**src/rtl/u8bmp_pkg.sv**
```systemverilog
// Package for the UTF-8 to BMP stream decoder: widths, constants, lead-byte
// classes and the result record passed from the decode core to the top level.
// No dependencies.
`default_nettype none

package u8bmp_pkg;

    localparam int BYTE_W = 8;
    localparam int CP_W   = 16;
    localparam int PEND_W = 2;

    localparam logic [CP_W-1:0]   REPLACEMENT_CP = 16'hFFFD;
    localparam logic [BYTE_W-1:0] CONT_MASK      = 8'hC0;
    localparam logic [BYTE_W-1:0] CONT_TAG       = 8'h80;
    localparam logic [BYTE_W-1:0] LEAD2_PAYLOAD  = 8'hFF >> 3;
    localparam logic [BYTE_W-1:0] LEAD3_PAYLOAD  = 8'hFF >> 4;
    localparam logic [BYTE_W-1:0] CONT_PAYLOAD   = 8'hFF >> 2;

    // Pending counts loaded by each lead class
    localparam logic [PEND_W-1:0] PEND_NONE  = 2'd0;
    localparam logic [PEND_W-1:0] PEND_LEAD2 = 2'd1;
    localparam logic [PEND_W-1:0] PEND_LEAD3 = 2'd2;
    localparam logic [PEND_W-1:0] PEND_LEAD4 = 2'd3;

    // Class of a byte seen while no sequence is open
    typedef enum logic [2:0] {
        CLS_ASCII,
        CLS_BAD,
        CLS_LEAD2,
        CLS_LEAD3,
        CLS_LEAD4
    } t_lead_cls;

    // One decoded beat from core to output stage
    typedef struct packed {
        logic            valid;
        logic [CP_W-1:0] codepoint;
    } t_result;

    // Count of leading ones, folded into the classes that matter
    function automatic t_lead_cls classify_lead(input logic [BYTE_W-1:0] b);
        t_lead_cls cls;
        cls = CLS_BAD;
        casez (b)
            8'b0???????: cls = CLS_ASCII;
            8'b110?????: cls = CLS_LEAD2;
            8'b1110????: cls = CLS_LEAD3;
            8'b11110???: cls = CLS_LEAD4;
            default:     cls = CLS_BAD;
        endcase
        return cls;
    endfunction

endpackage

`default_nettype wire

```
**src/rtl/u8bmp_ifs.sv**
```systemverilog
// Valid/ready stream interfaces for the decoder: raw byte input and
// codepoint output. Depends on u8bmp_pkg.
`default_nettype none

interface u8bmp_byte_if
    import u8bmp_pkg::*;
();
    logic              valid;
    logic              ready;
    logic [BYTE_W-1:0] in_byte;

    modport source (output valid, output in_byte, input ready);
    modport sink   (input valid, input in_byte, output ready);
endinterface

interface u8bmp_cp_if
    import u8bmp_pkg::*;
();
    logic            valid;
    logic            ready;
    logic [CP_W-1:0] codepoint;

    modport source (output valid, output codepoint, input ready);
    modport sink   (input valid, input codepoint, output ready);
endinterface

`default_nettype wire

```
**src/rtl/u8bmp_core.sv**
```systemverilog
// Decode core: sequence state registers and the per-byte next-state and
// result logic. Depends on u8bmp_pkg.
`default_nettype none

module u8bmp_core
    import u8bmp_pkg::*;
(
    input  wire logic              i_clk,
    input  wire logic              i_rst_n,
    input  wire logic              i_step,
    input  wire logic [BYTE_W-1:0] i_byte,
    output t_result                o_result
);

    logic [PEND_W-1:0] r_pending, n_pending;
    logic [CP_W-1:0]   r_partial, n_partial;
    logic              r_skip, n_skip;

    t_lead_cls         lead_cls;
    logic [CP_W-1:0]   cont_bits;
    logic [CP_W-1:0]   merged;
    logic [PEND_W-1:0] pend_dec;
    logic              is_cont;

    assign lead_cls  = classify_lead(i_byte);
    assign is_cont   = (i_byte & CONT_MASK) == CONT_TAG;
    assign pend_dec  = r_pending - PEND_W'(1);
    // two bytes still awaited: payload sits above the last byte's six bits
    assign cont_bits = pend_dec[0] ? {2'b0, i_byte & CONT_PAYLOAD, 6'b0}
                                   : {8'b0, i_byte & CONT_PAYLOAD};
    assign merged    = r_partial | cont_bits;

    // Next state and result for the byte in the input stage
    always_comb begin
        n_pending          = r_pending;
        n_partial          = r_partial;
        n_skip             = r_skip;
        o_result.valid     = 1'b0;
        o_result.codepoint = REPLACEMENT_CP;
        if (r_pending == PEND_NONE) begin
            unique case (lead_cls)
                CLS_ASCII: begin
                    o_result.valid     = 1'b1;
                    o_result.codepoint = {8'b0, i_byte};
                end
                CLS_LEAD2: begin
                    n_partial = {5'b0, i_byte & LEAD2_PAYLOAD, 3'b0} << 3;
                    n_pending = PEND_LEAD2;
                    n_skip    = 1'b0;
                end
                CLS_LEAD3: begin
                    n_partial = {i_byte[3:0] & LEAD3_PAYLOAD[3:0], 12'b0};
                    n_pending = PEND_LEAD3;
                    n_skip    = 1'b0;
                end
                CLS_LEAD4: begin
                    n_partial = '0;
                    n_pending = PEND_LEAD4;
                    n_skip    = 1'b1;
                end
                default: begin
                    o_result.valid = 1'b1;
                end
            endcase
        end else if (r_skip) begin
            // four-byte form: drop trailing bytes, replace at the last one
            n_pending = pend_dec;
            if (pend_dec == PEND_NONE) begin
                n_skip         = 1'b0;
                o_result.valid = 1'b1;
            end
        end else if (!is_cont) begin
            n_pending      = PEND_NONE;
            n_partial      = '0;
            o_result.valid = 1'b1;
        end else begin
            n_pending = pend_dec;
            if (pend_dec == PEND_NONE) begin
                n_partial          = '0;
                o_result.valid     = 1'b1;
                o_result.codepoint = merged;
            end else begin
                n_partial = merged;
            end
        end
    end

    // State update, one byte per step
    always_ff @(posedge i_clk) begin
        if (!i_rst_n) begin
            r_pending <= PEND_NONE;
            r_partial <= '0;
            r_skip    <= 1'b0;
        end else if (i_step) begin
            r_pending <= n_pending;
            r_partial <= n_partial;
            r_skip    <= n_skip;
        end
    end

endmodule

`default_nettype wire

```
**src/rtl/utf8_bmp_stream_decoder_top.sv**
```systemverilog
// Top level of the UTF-8 to BMP stream decoder: input byte register, decode
// core and output codepoint register. Depends on u8bmp_pkg, u8bmp_ifs, u8bmp_core.
//
// Usage:
//   i_in  : byte stream, one UTF-8 byte per beat (valid/ready).
//   o_out : codepoint stream, one 16-bit BMP codepoint per beat (valid/ready).
//   Each byte gives zero or one codepoint. Malformed sequences and four-byte
//   forms give U+FFFD; a sequence cut short is held until more bytes arrive.
// Timing:
//   A byte taken into the input register is decoded by the core, and its
//   codepoint is captured in the output register, from which o_out takes it.
//   Throughput is one byte per cycle while o_out is not stalled, set by the
//   single decode stage between the input register and the output register.
// Reset:
//   Synchronous, active low; clears the sequence state and both stage valids.
// Stall:
//   While o_out is stalled with a codepoint waiting, one more byte is held in
//   the input register; i_in.ready drops only when both stages are full.
`default_nettype none

module utf8_bmp_stream_decoder_top
    import u8bmp_pkg::*;
(
    input  wire logic   i_clk,
    input  wire logic   i_rst_n,
    u8bmp_byte_if.sink  i_in,
    u8bmp_cp_if.source  o_out
);

    logic              r_in_valid;
    logic [BYTE_W-1:0] r_in_byte;
    logic              r_out_valid;
    logic [CP_W-1:0]   r_out_cp;

    logic              out_free;
    logic              step;
    logic              in_fire;
    t_result           result;

    assign out_free   = !r_out_valid || o_out.ready;
    assign step       = r_in_valid && out_free;
    assign i_in.ready = !r_in_valid || step;
    assign in_fire    = i_in.valid && i_in.ready;

    u8bmp_core u_core (
        .i_clk    (i_clk),
        .i_rst_n  (i_rst_n),
        .i_step   (step),
        .i_byte   (r_in_byte),
        .o_result (result)
    );

    // Input stage
    always_ff @(posedge i_clk) begin
        if (!i_rst_n) begin
            r_in_valid <= 1'b0;
        end else if (in_fire) begin
            r_in_valid <= 1'b1;
        end else if (step) begin
            r_in_valid <= 1'b0;
        end
    end

    always_ff @(posedge i_clk) begin
        if (in_fire) begin
            r_in_byte <= i_in.in_byte;
        end
    end

    // Output stage
    always_ff @(posedge i_clk) begin
        if (!i_rst_n) begin
            r_out_valid <= 1'b0;
        end else if (out_free) begin
            r_out_valid <= step && result.valid;
        end
    end

    always_ff @(posedge i_clk) begin
        if (step && result.valid) begin
            r_out_cp <= result.codepoint;
        end
    end

    assign o_out.valid     = r_out_valid;
    assign o_out.codepoint = r_out_cp;

endmodule

`default_nettype wire

```
**src/flat_wrapper.sv**
```systemverilog
// flat-port wrapper written by rule: the top's interface ports become plain ports
module utf8_bmp_stream_decoder_top_flat import u8bmp_pkg::*;
  (i_clk, i_rst_n, i_in_valid, i_in_in_byte, i_in_ready, o_out_valid, o_out_codepoint, o_out_ready);
  u8bmp_byte_if i_in_i ();
  u8bmp_cp_if o_out_i ();
  input  wire logic i_clk;
  input  wire logic i_rst_n;
  input wire logic [$bits(i_in_i.valid)-1:0] i_in_valid;
  input wire logic [$bits(i_in_i.in_byte)-1:0] i_in_in_byte;
  output wire logic [$bits(i_in_i.ready)-1:0] i_in_ready;
  output wire logic [$bits(o_out_i.valid)-1:0] o_out_valid;
  output wire logic [$bits(o_out_i.codepoint)-1:0] o_out_codepoint;
  input wire logic [$bits(o_out_i.ready)-1:0] o_out_ready;
  assign i_in_i.valid = i_in_valid;
  assign i_in_i.in_byte = i_in_in_byte;
  assign i_in_ready = i_in_i.ready;
  assign o_out_valid = o_out_i.valid;
  assign o_out_codepoint = o_out_i.codepoint;
  assign o_out_i.ready = o_out_ready;
  utf8_bmp_stream_decoder_top u_core (.i_clk(i_clk), .i_rst_n(i_rst_n), .i_in(i_in_i), .o_out(o_out_i));
endmodule
```
**config.mk**
```make
export PLATFORM = sky130hd
export DESIGN_NAME = utf8_bmp_stream_decoder_top_flat
export DESIGN_NICKNAME = d
export VERILOG_FILES = /design/src/rtl/u8bmp_pkg.sv /design/src/rtl/u8bmp_ifs.sv /design/src/rtl/u8bmp_core.sv /design/src/rtl/utf8_bmp_stream_decoder_top.sv /design/src/flat_wrapper.sv
export SDC_FILE = /design/constraint.sdc
export NUM_CORES = 1
export LEC_CHECK = 0
export BUFFER_PORTS_ARGS = -buffer_cell sky130_fd_sc_hd__buf_4
export CAP_MARGIN = 10
export CORE_AREA = 3 3 70 72
export DETAILED_ROUTE_END_ITERATION = 16
export DIE_AREA = 0 0 73 75
export SLEW_MARGIN = 40
export SYNTH_ARGS = -nofsm -noshare
export SYNTH_HDL_FRONTEND = slang
export SYNTH_HIERARCHICAL = 1
export SYNTH_SLANG_ARGS = --single-unit
```
**constraint.sdc**
```tcl
create_clock -name i_clk -period 6.9 [get_ports i_clk]
set_input_delay 0.345 -clock i_clk [delete_from_list [all_inputs] [get_ports i_clk]]
set_output_delay 0.345 -clock i_clk [all_outputs]
set_load 0.03 [all_outputs]
```
==> results of run 1 <==
==> registers in the layout, indices dropped and copies added, names as in the netlist <==
name / cells
u_core/o_out.codepoint: 16
u_core/u_core/r_pending: 2
u_core/r_in_byte: 8
u_core/o_out.valid: 1
u_core/u_core/r_skip: 1
u_core/u_core/r_partial: 16
u_core/r_in_valid: 1
==> synth_stat cells, types with 3 or more instances <==
library cell	count	area, um2
edfxtp_1	24	721
dfxtp_1	21	420
a22o_1	6	52.6
a21oi_1	19	95.1
a31oi_1	6	37.5
nor2_1	18	67.6
a21boi_0	5	37.5
clkbuf_1	5	18.8
and3_1	4	25.0
nand3_1	6	30.0
o21ai_0	5	25.0
nand2_1	8	30.0
inv_1	3	11.3
o21a_1	4	30.0
a32o_1	3	30.0
==> cells in the final DEF, fill, tap and decap left out, drive strengths merged, types with 7 or more instances in the layout <==
master,instances
buf,29
edfxtp,24
dfxtp,21
a21oi,19
nor2,18
nand2,8
a21boi,8
clkbuf,7
==> metal layers <==
| layer | track usage, % | part of all wire, % | vias to the layer above |
|---|---|---|---|
| li1 | - | - | 695 |
| met5 | 0 | 0 | - |
| met3 | 4.54 | 5.4 | 2 |
| met4 | 4.30 | 0.45 | 0 |
| met1 | 21.5 | 47 | 662 |
| met2 | 24.3 | 47 | 37 |
==> logic make-up (layout without fill, tap and decap cells) <==
| logic type | after synthesis | count (layout) | synth area share (%) |
|---|---|---|---|
| AOI/OAI and AO/OA | 64 | 64 | 23.9 |
| and+or+nand+nor | 46 | 46 | 12.4 |
| DFF | 45 | 45 | 59.6 |
| buffers and inverters | 12 | 41 | 2.88 |
| adders and majority gates | 2 | 2 | 1.31 |
==> where the power goes <==
| group | switching, mW | total (mW) | internal, mW | leakage [nW] |
|---|---|---|---|---|
| combinational | 0.0398 | 0.0661 | 0.0263 | 0.418 |
| sequential | 0.0104 | 0.306 | 0.295 | 0.393 |
| clock | 0.0807 | 0.152 | 0.0711 | 0.0422 |
==> stage by stage <==
stage	power (mW)	instances
global route	0.550	250
floorplan	0.355	169
global placement	0.376	242
detailed placement	0.378	242
CTS	0.530	250
finish	0.524	250
==> cell type report <==
| type | count | area (um2) |
|---|---|---|
| clock inverter | 1 | 5.00 |
| fill | 377 | 2110 |
| sequential | 45 | 1140 |
| clock buffer | 7 | 76.3 |
| inverter | 4 | 15.0 |
| multi-input combinational | 112 | 726 |
| tap | 52 | 65.1 |
| timing repair buffer | 29 | 218 |
==> worst max-delay path by stage <==
stage	slack [ns]	to
finish	4.08	u_core/u_core/r_partial[15]
global route	3.95	u_core/u_core/r_partial[12]
CTS	4.00	u_core/o_out.codepoint[5]
detailed placement	4.00	u_core/o_out.codepoint[5]
global placement	3.81	u_core/o_out.codepoint[11]
floorplan	4.42	u_core/o_out.codepoint[0]
==> summary.txt, run 1 <==
Clock network
  • Clock root buffer: clkbuf_8
  • Hold_buf cts: 0
  • Post-cts sizing count: 0
  • TritonCTS Sinks: 45
  • Postcts setup bufs: 0
  • CTS tree: done
  • Clock transition at path regs: 0.08 ns
  • Clk_lat worst skew: 0.29 ns
  • Htree depth: 2
  • CTS Buffer Depth: 2
  • Clock buffer count from CTS: 5

Setup path
  • Slowest CP cell: dfxtp_1
  • CP arrival: 3.01 ns
  • Crit-path max cell delay: 0.63 ns
  • Reg2Reg Depth: 6
  • Worst path top cell family by delay: compound AO/OA/AOI/OAI gates
  • Worst setup path category: register to register
  • CP Capture Type: register
  • CP Buf/Inv Count: 1
  • Startpoint Class: register
  • Worst setup startpoint: u_core/u_core/r_pending[0]
  • Critical path peak fanout: 16
  • Data required time at the worst endpoint: 7.09 ns
  • Worst reg2reg endpoint: u_core/u_core/r_partial[15]
  • CP Depth: 6
  • Crit-path cells: clkinv_1 -> ha_1 -> a21bo_2 -> o2111a_1 -> a21boi_2 -> a22o_1
  • R2R Setup Slk: 4.08 ns
  • Reg-to-reg startpoint: u_core/u_core/r_pending[0]

STA
  • Final hold violations: 0
  • Clock skew: 0.0112 ns
  • Setup violators final: 0
  • Unrepaired setup endpoints after global routing: false
  • Final setup margin: 4.08 ns
  • Min Hold Slack: 0.233 ns
  • Setup TNS: 0 ns
  • Least-Margin Pin Slew: 0.723 ns
  • Min cycle time layout: 2.82 ns
  • Fmax: 0.355 GHz
  • Slew headroom: 51.7%
  • Slew Limit Fails: 0
  • Crit share post-route: 40.8%

Drt
  • Routed len/inst: 15.9 um
  • Vias per Instance: 5.58
  • Post-route ant nets: 0
  • Initial DRC Count: 130
  • DRT Pass-1 Iters: 4
  • Vias: 1396
  • Residual DRC: 0
  • Final WL: 3980 um

Yosys
  • Number of synthesized flops with an enable pin: 24
  • Post-synthesis sequential area ratio: 59.6%
  • Register bit count reported by yosys: 45
  • Syn Inst Count: 169
  • Synthesized area per cell: 11.3 um2
  • Synth warnings: 6
  • Asr flop ratio synth: 0%
  • Top_reg_cell synth: edfxtp_1
  • Synthesized area: 1910 um2
  • Post-Syn Nets: 183
  • Cell variety after synth: 41

Global route
  • Vias in the first global route: 1309
  • Antenna violations before repair: 0
  • Global route overflow: 0
  • GRT Overall Usage: 15.7%
  • Pin count of the biggest net entering global routing: 17
  • Global-route wire length before repair: 6500 um

Power and ir drop
  • VDD IR max: 107 uV
  • Pwr Density: 233 nW/um2
  • P_leak: 0.853 nW

Layout
  • Syn-to-layout area delta: 17.3%
  • Final Instance Area: 2250 um2
  • Share of cells above drive strength 1: 21.2%
  • Finished Core Util: 51.6%
  • Final #Nets: 211
  • Antenna cells: 0

Hold path
  • Hold path endpoint: u_core/r_in_byte[7]
  • Hold path depth: 1
  • Worst hold start: i_in_in_byte[7]
  • HP Class: input pin to register

Floorplan
  • Initial Util: 44.0%
  • Cell Rows: 24
  • Die ar.: 5480 um2
  • Placeable Area: 4350 um2
  • Die Ht: 75 um
  • Die W: 73 um
  • Number of placed I/O pins: 30

Placed design
  • I/O Buffers: 29
  • Worst slack at placement: 4.00 ns
  • Final HPWL DP: 2800 um
  • DP Area: 2160 um2
  • RePlAce Congestion: 0.809

Flow run
  • Max-cap viol count: 0

Status
  • Status: complete, no violations
Power figures use the tool's default switching activity.
==> inputs of run 2 (changes only) <==
==> constraint.sdc (replaced) <==
create_clock -name i_clk -period 2.8 [get_ports i_clk]
set_input_delay 0.14 -clock i_clk [delete_from_list [all_inputs] [get_ports i_clk]]
set_output_delay 0.14 -clock i_clk [all_outputs]
set_load 0.03 [all_outputs]
==> run 2 against run 1 <==
Non-clock buffer count rose by 5. First-iteration DRC count rose by 28%. Highest routed layer unchanged. Die area did not move. Worst setup slack got worse by 3.3 ns. Count of clock-buffer cells in the layout did not move.
==> summary.txt, run 2 (same netlist as run 1, synthesis figures left out) <==
Status
  • Status: complete, no violations (unchanged)

Setup path
  • R2R Setup Slk: 0.80 ns (was 4.08 ns)
  • Reg-to-reg startpoint: u_core/u_core/r_pending[0] (unchanged)
  • CP arrival: 1.99 ns (was 3.01 ns)
  • Worst reg2reg endpoint: u_core/o_out.codepoint[3] (was u_core/u_core/r_partial[15])
  • CP Capture Type: register (unchanged)
  • Worst setup path category: register to register (unchanged)
  • Startpoint Class: register (unchanged)
  • Reg2Reg Depth: 8 (was 6)
  • Critical path peak fanout: 16 (unchanged)
  • Data required time at the worst endpoint: 2.79 ns (was 7.09 ns)

Flow run
  • Max-cap viol count: 0 (unchanged)

Layout
  • FILL cells: 371 (was 377)
  • Final Instance Area: 2310 um2 (was 2250 um2)
  • Share of cells above drive strength 1: 23.2% (was 21.2%)
  • Most common cell after layout, fill and taps aside: buf_4 (unchanged)
  • Commonest non-fill, non-tap cells in the layout: buf_4, edfxtp_1, dfxtp_1 (unchanged)
  • Syn-to-layout area delta: 20.7% (was 17.3%)
  • Flip-flop and latch area: 1140 um2 (unchanged)
  • Non-Filler Instances: 255 (was 250)
  • Multi-input logic area: 718 um2 (was 726 um2)
  • Final #Nets: 216 (was 211)
  • Antenna cells: 0 (unchanged)

Power and ir drop
  • VDD IR max: 318 uV (was 107 uV)
  • Pwr Density: 617 nW/um2 (was 233 nW/um2)
  • P_leak: 0.894 nW (was 0.853 nW)

Clock network
  • Clock buffer count from CTS: 5 (unchanged)
  • Hold_buf cts: 0 (unchanged)
  • Clk_lat worst skew: 0.30 ns (was 0.29 ns)
  • Htree depth: 2 (unchanged)
  • CTS tree: done (unchanged)
  • Clock transition at path regs: 0.08 ns (about the same)
  • Post-cts sizing count: 0 (unchanged)
  • CTS Buffer Depth: 2 (unchanged)
  • Postcts setup bufs: 0 (unchanged)
  • Clock root buffer: clkbuf_8 (unchanged)
  • TritonCTS Sinks: 45 (unchanged)

Global route
  • Antenna violations before repair: 0 (unchanged)
  • GRT Overall Usage: 15.9% (was 15.7%)
  • Global-route wire length before repair: 6530 um (was 6500 um)
  • Global route overflow: 0 (unchanged)
  • Pin count of the biggest net entering global routing: 17 (unchanged)
  • Vias in the first global route: 1344 (was 1309)

Hold path
  • Hold path depth: 1 (unchanged)
  • Hold path endpoint: u_core/r_in_byte[1] (was u_core/r_in_byte[7])
  • Worst hold start: i_in_in_byte[1] (was i_in_in_byte[7])
  • HP Class: input pin to register (unchanged)

Floorplan
  • Initial Util: 44.0% (unchanged)
  • Die W: 73 um (unchanged)
  • Cell Rows: 24 (unchanged)
  • Die Ht: 75 um (unchanged)
  • Die ar.: 5480 um2 (unchanged)
  • Placeable Area: 4350 um2 (unchanged)
  • Number of placed I/O pins: 30 (unchanged)

Drt
  • DRT Pass-1 Iters: 6 (was 4)
  • Vias per Instance: 5.62 (was 5.58)
  • Residual DRC: 0 (unchanged)
  • Routed len/inst: 16.3 um (was 15.9 um)
  • Initial DRC Count: 167 (was 130)
  • Vias: 1432 (was 1396)
  • Post-route ant nets: 0 (unchanged)
  • Final WL: 4150 um (was 3980 um)

STA
  • Setup TNS: 0 ns (unchanged)
  • Slew headroom: 52.0% (was 51.7%)
  • Min cycle time layout: 2.00 ns (was 2.82 ns)
  • Fmax: 0.500 GHz (was 0.355 GHz)
  • Crit share post-route: 71.5% (was 40.8%)
  • Setup violators final: 0 (unchanged)
  • Slew Limit Fails: 0 (unchanged)
  • Unrepaired setup endpoints after global routing: false (unchanged)
  • Final hold violations: 0 (unchanged)
  • Least-Margin Pin Slew: 0.719 ns (was 0.723 ns)
  • Clock skew: 0.00320 ns (was 0.0112 ns)

Placed design
  • Final HPWL DP: 2970 um (was 2800 um)
  • RePlAce Congestion: 0.840 (was 0.809)
  • I/O Buffers: 29 (unchanged)
  • Placed instance count: 247 (was 242)
  • DP Area: 2190 um2 (was 2160 um2)
run 2: cell types whose count changed in the layout (fill, tap and decap cells not counted), sizes merged:
cell / delta
buf: +5
bufinv: +1
clkinv: -1
run 2: worst max-delay path, cell delays in order, from the launching register on:
cell and delay, ns:
dfxtp_1 0.40, clkinv_1 0.11, ha_1 0.37, nand3_1 0.15, o31ai_1 0.07, a22oi_1 0.15
nand2_1 0.09, nor2_1 0.09, buf_4 0.24
run 2: how the worst max path moves through the flow:
stage / from / to / slack, ns / cells past startpoint
finish: u_core/u_core/r_pending[0] / u_core/o_out.codepoint[3] / 0.80 / 8
global route: u_core/u_core/r_pending[0] / u_core/u_core/r_partial[10] / 0.64 / 7
CTS: u_core/u_core/r_pending[0] / u_core/o_out.codepoint[0] / 0.80 / 8
detailed placement: u_core/u_core/r_pending[0] / u_core/o_out.codepoint[2] / 0.81 / 8
global placement: u_core/u_core/r_pending[0] / u_core/o_out.codepoint[11] / 0.86 / 8
floorplan: u_core/u_core/r_pending[0] / u_core/o_out.codepoint[0] / 0.32 / 8
run 2: layer usage:
| metal | up-vias | global-route usage (%) | part of all wire, % |
|---|---|---|---|
| met5 | - | 0 | 0 |
| met4 | 0 | 8.20 | 2.2 |
| met1 | 675 | 20.5 | 47 |
| li1 | 703 | - | - |
| met3 | 11 | 3.34 | 4.7 |
| met2 | 43 | 25.2 | 46 |
run 2: final cells by class:
cell class	count	share of cell area (%)
Timing Repair Buffer	34	11.0
Multi-Input combinational cell	112	31.1
Tap cell	52	2.82
Sequential cell	45	49.4
Inverter	4	0.650
Clock inverter	1	1.30
Clock buffer	7	3.74
run 2: through the flow:
stage          hold WS, ns  setup WS, ns  total power [mW]  utilization [%]
2_1_floorplan        0.239         0.321             0.874                -
3_3_place_gp         0.319         0.863             0.935             50.4
3_5_place_dp         0.319         0.812             0.938             50.4
4_1_cts            0.00715         0.797              1.44             53.1
5_1_grt            0.00220         0.644              1.48             53.1
6_report            0.0161         0.799              1.43             53.1
run 2: where the power goes:
part / total [mW] / internal, mW / switching [mW] / leakage (nW)
logic: 0.173 / 0.0701 / 0.103 / 0.443
clock network: 0.503 / 0.291 / 0.212 / 0.0585
registers: 0.751 / 0.727 / 0.0233 / 0.393
total: 1.43 / 1.09 / 0.338 / 0.894
==> inputs of run 3 (changes only) <==
==> constraint.sdc (replaced) <==
create_clock -name i_clk -period 1.9 [get_ports i_clk]
set_input_delay 0.095 -clock i_clk [delete_from_list [all_inputs] [get_ports i_clk]]
set_output_delay 0.095 -clock i_clk [all_outputs]
set_load 0.03 [all_outputs]
==> run 3 against run 2 <==
Count of clock-buffer cells in the layout did not move. Clock skew rose by 0.0061 ns. Worst setup slack got worse by 0.72 ns. Flip-flop and latch count did not move. Critical path depth fell by 1. Register-to-register slack got worse by 0.72 ns. Utilization rose by 2.3 points. Final cell count rose by 4.7%. Critical endpoint is now u_core/u_core/r_partial[4]. Critical path type unchanged.
==> summary.txt, run 3 (same netlist as run 1, synthesis figures left out) <==
Drt
  • Residual DRC: 0 (unchanged)
  • Vias per Instance: 5.59 (was 5.62)
  • Vias: 1492 (was 1432)
  • Routed len/inst: 14.6 um (was 16.3 um)
  • Final WL: 3900 um (was 4150 um)
  • Post-route ant nets: 0 (unchanged)
  • Initial DRC Count: 109 (was 167)
  • DRT Pass-1 Iters: 4 (was 6)

STA
  • Crit share post-route: 95.9% (was 71.5%)
  • Clock skew: 0.00930 ns (was 0.00320 ns)
  • Slew Limit Fails: 0 (unchanged)
  • Final hold violations: 0 (unchanged)
  • Least-Margin Pin Slew: 0.354 ns (was 0.719 ns)
  • Slew headroom: 76.2% (was 52.0%)
  • Min cycle time layout: 1.82 ns (was 2.00 ns)
  • Unrepaired setup endpoints after global routing: false (unchanged)
  • Final setup margin: 0.0770 ns (was 0.799 ns)
  • Setup violators final: 0 (unchanged)
  • Fmax: 0.549 GHz (was 0.500 GHz)
  • Min Hold Slack: 0.00994 ns (was 0.0161 ns)
  • Setup TNS: 0 ns (unchanged)

Setup path
  • Worst setup path category: register to register (unchanged)
  • Critical path peak fanout: 15 (was 16)
  • Slowest CP cell: dfxtp_2 (was dfxtp_1)
  • Startpoint Class: register (unchanged)
  • Worst path top cell family by delay: compound AO/OA/AOI/OAI gates (was flip-flops)
  • Reg-to-reg startpoint: u_core/u_core/r_pending[0] (unchanged)
  • Data required time at the worst endpoint: 2.13 ns (was 2.79 ns)
  • CP Buf/Inv Count: 2 (unchanged)
  • R2R Setup Slk: 0.08 ns (was 0.80 ns)
  • Crit-path max cell delay: 0.35 ns (was 0.40 ns)
  • Crit-path cells: clkinv_2 -> ha_2 -> a21bo_2 -> o2111a_1 -> buf_4 -> a21bo_4 -> nor2_1 (was clkinv_1 -> ha_1 -> nand3_1 -> o31ai_1 -> a22oi_1 -> nand2_1 -> nor2_1 -> buf_4)
  • CP arrival: 2.05 ns (was 1.99 ns)
  • CP Capture Type: register (unchanged)
  • Reg2Reg Depth: 7 (was 8)
  • Worst reg2reg endpoint: u_core/u_core/r_partial[4] (was u_core/o_out.codepoint[3])

Global route
  • Pin count of the biggest net entering global routing: 17 (unchanged)
  • Global-route wire length before repair: 6530 um (unchanged)
  • Vias in the first global route: 1373 (was 1344)
  • Global route overflow: 0 (unchanged)
  • Antenna violations before repair: 0 (unchanged)
  • GRT Overall Usage: 15.6% (was 15.9%)

Flow run
  • Max-cap viol count: 0 (unchanged)

Layout
  • Antenna cells: 0 (unchanged)
  • Final #Nets: 228 (was 216)
  • Syn-to-layout area delta: 25.9% (was 20.7%)
  • FILL cells: 385 (was 371)
  • Share of cells above drive strength 1: 25.1% (was 23.2%)
  • Commonest non-fill, non-tap cells in the layout: buf_4, edfxtp_1, dfxtp_1 (unchanged)
  • Most common cell after layout, fill and taps aside: buf_4 (unchanged)
  • Finished Core Util: 55.4% (was 53.1%)

Power and ir drop
  • Logic pwr share: 14.6% (was 12.1%)
  • Clk pwr share: 28.9% (was 35.3%)
  • Sw Ratio: 25.2% (was 23.7%)
  • Pint: 1.46 mW (was 1.09 mW)
  • P_leak: 0.933 nW (was 0.894 nW)
  • Sequential Power Share: 56.5% (was 52.6%)
  • VDD IR max: 460 uV (was 318 uV)
  • Total net switching power: 0.492 mW (was 0.338 mW)
  • Pwr Density: 808 nW/um2 (was 617 nW/um2)

Hold path
  • Hold path endpoint: u_core/r_in_valid (was u_core/r_in_byte[1])
  • Hold path depth: 3 (was 1)
  • Worst hold start: i_in_valid (was i_in_in_byte[1])
  • HP Class: input pin to register (unchanged)

Status
  • Status: complete, no violations (unchanged)

Floorplan
  • Cell Rows: 24 (unchanged)
  • Number of placed I/O pins: 30 (unchanged)
  • Die W: 73 um (unchanged)
  • Die Ht: 75 um (unchanged)
  • Die ar.: 5480 um2 (unchanged)
  • Initial Util: 44.0% (unchanged)
  • Placeable Area: 4350 um2 (unchanged)

Clock network
  • Clock buffer count from CTS: 5 (unchanged)
  • Htree depth: 2 (unchanged)
  • Clk_lat worst skew: 0.30 ns (about the same)
  • Post-cts sizing count: 0 (unchanged)
  • Clock root buffer: clkbuf_8 (unchanged)
  • CTS tree: done (unchanged)
  • Clock transition at path regs: 0.07 ns (was 0.08 ns)
  • TritonCTS Sinks: 45 (unchanged)
  • CTS Buffer Depth: 2 (unchanged)

Placed design
  • Worst slack at placement: 0.116 ns (was 0.812 ns)
  • I/O Buffers: 29 (unchanged)
  • RePlAce Congestion: 0.966 (was 0.840)
  • Final HPWL DP: 2860 um (was 2970 um)
[run 3: changes by cell type in the layout (fill, tap and decap cells not counted), sizes merged]
cell | previous run | this run
dlygate4sd3 | 0 | 8
clkinv | 1 | 2
buf | 34 | 38
bufinv | 1 | 0
[run 3: final cells by class]
class | instances | area, um2 | area share, %
Inverter | 4 | 16.3 | 0.675
Timing Repair Buffer | 46 | 378 | 15.7
Sequential cell | 45 | 1140 | 47.4
Clock buffer | 7 | 76.3 | 3.17
Clock inverter | 1 | 5.00 | 0.208
Tap cell | 52 | 65.1 | 2.70
Multi-Input combinational cell | 112 | 728 | 30.2
[run 3: how the worst max path moves through the flow]
| stage | from | endpoint | slack, ns | cells past startpoint |
|---|---|---|---|---|
| final | u_core/u_core/r_pending[0] | u_core/u_core/r_partial[4] | 0.08 | 7 |
| after global routing | u_core/u_core/r_pending[0] | u_core/o_out.codepoint[4] | 0.008 | 8 |
| after CTS | u_core/u_core/r_pending[0] | u_core/u_core/r_partial[4] | 0.09 | 7 |
| after detailed placement | u_core/u_core/r_pending[0] | u_core/u_core/r_partial[4] | 0.12 | 7 |
| after global placement | u_core/u_core/r_pending[0] | u_core/o_out.codepoint[11] | 0.17 | 8 |
| after floorplan | u_core/u_core/r_pending[0] | u_core/o_out.codepoint[0] | 0.01 | 8 |
[run 3: worst min-delay path, stage by stage]
cell	delay [ns]
buf_4	0.08
nand2_1	0.04
o21ai_1	0.06
[run 3: per-stage QoR]
stage	area [um2]	std cells	total power, mW
floorplan	1930	169	1.29
global placement	2250	251	1.39
detailed placement	2250	251	1.39
CTS	2410	267	1.96
global route	2410	267	2.03
finish	2410	267	1.95
[run 3: repair_timing]
action,4_1_cts,5_1_grt
setup endpoints to repair,0,0
buffers inserted,0,0
hold buffers,8,0
endpoints found under the hold margin,8,0
[run 3: power by group through the flow]
stage                     Clock, mW  Combinational, mW  Sequential (mW)
after global placement            0              0.266             1.12
after detailed placement          0              0.271             1.12
after floorplan                   0              0.138             1.15
final                         0.563              0.285             1.10
after CTS                     0.579              0.286             1.10
after global routing          0.617              0.310             1.11
[run 3: per-layer routing]
metal  global-route usage [%]  share of wire (%)
met1                     20.4                 46
met2                     24.6                 46
met3                     4.41                6.4
met4                     6.15                1.5
met5                        0                  0
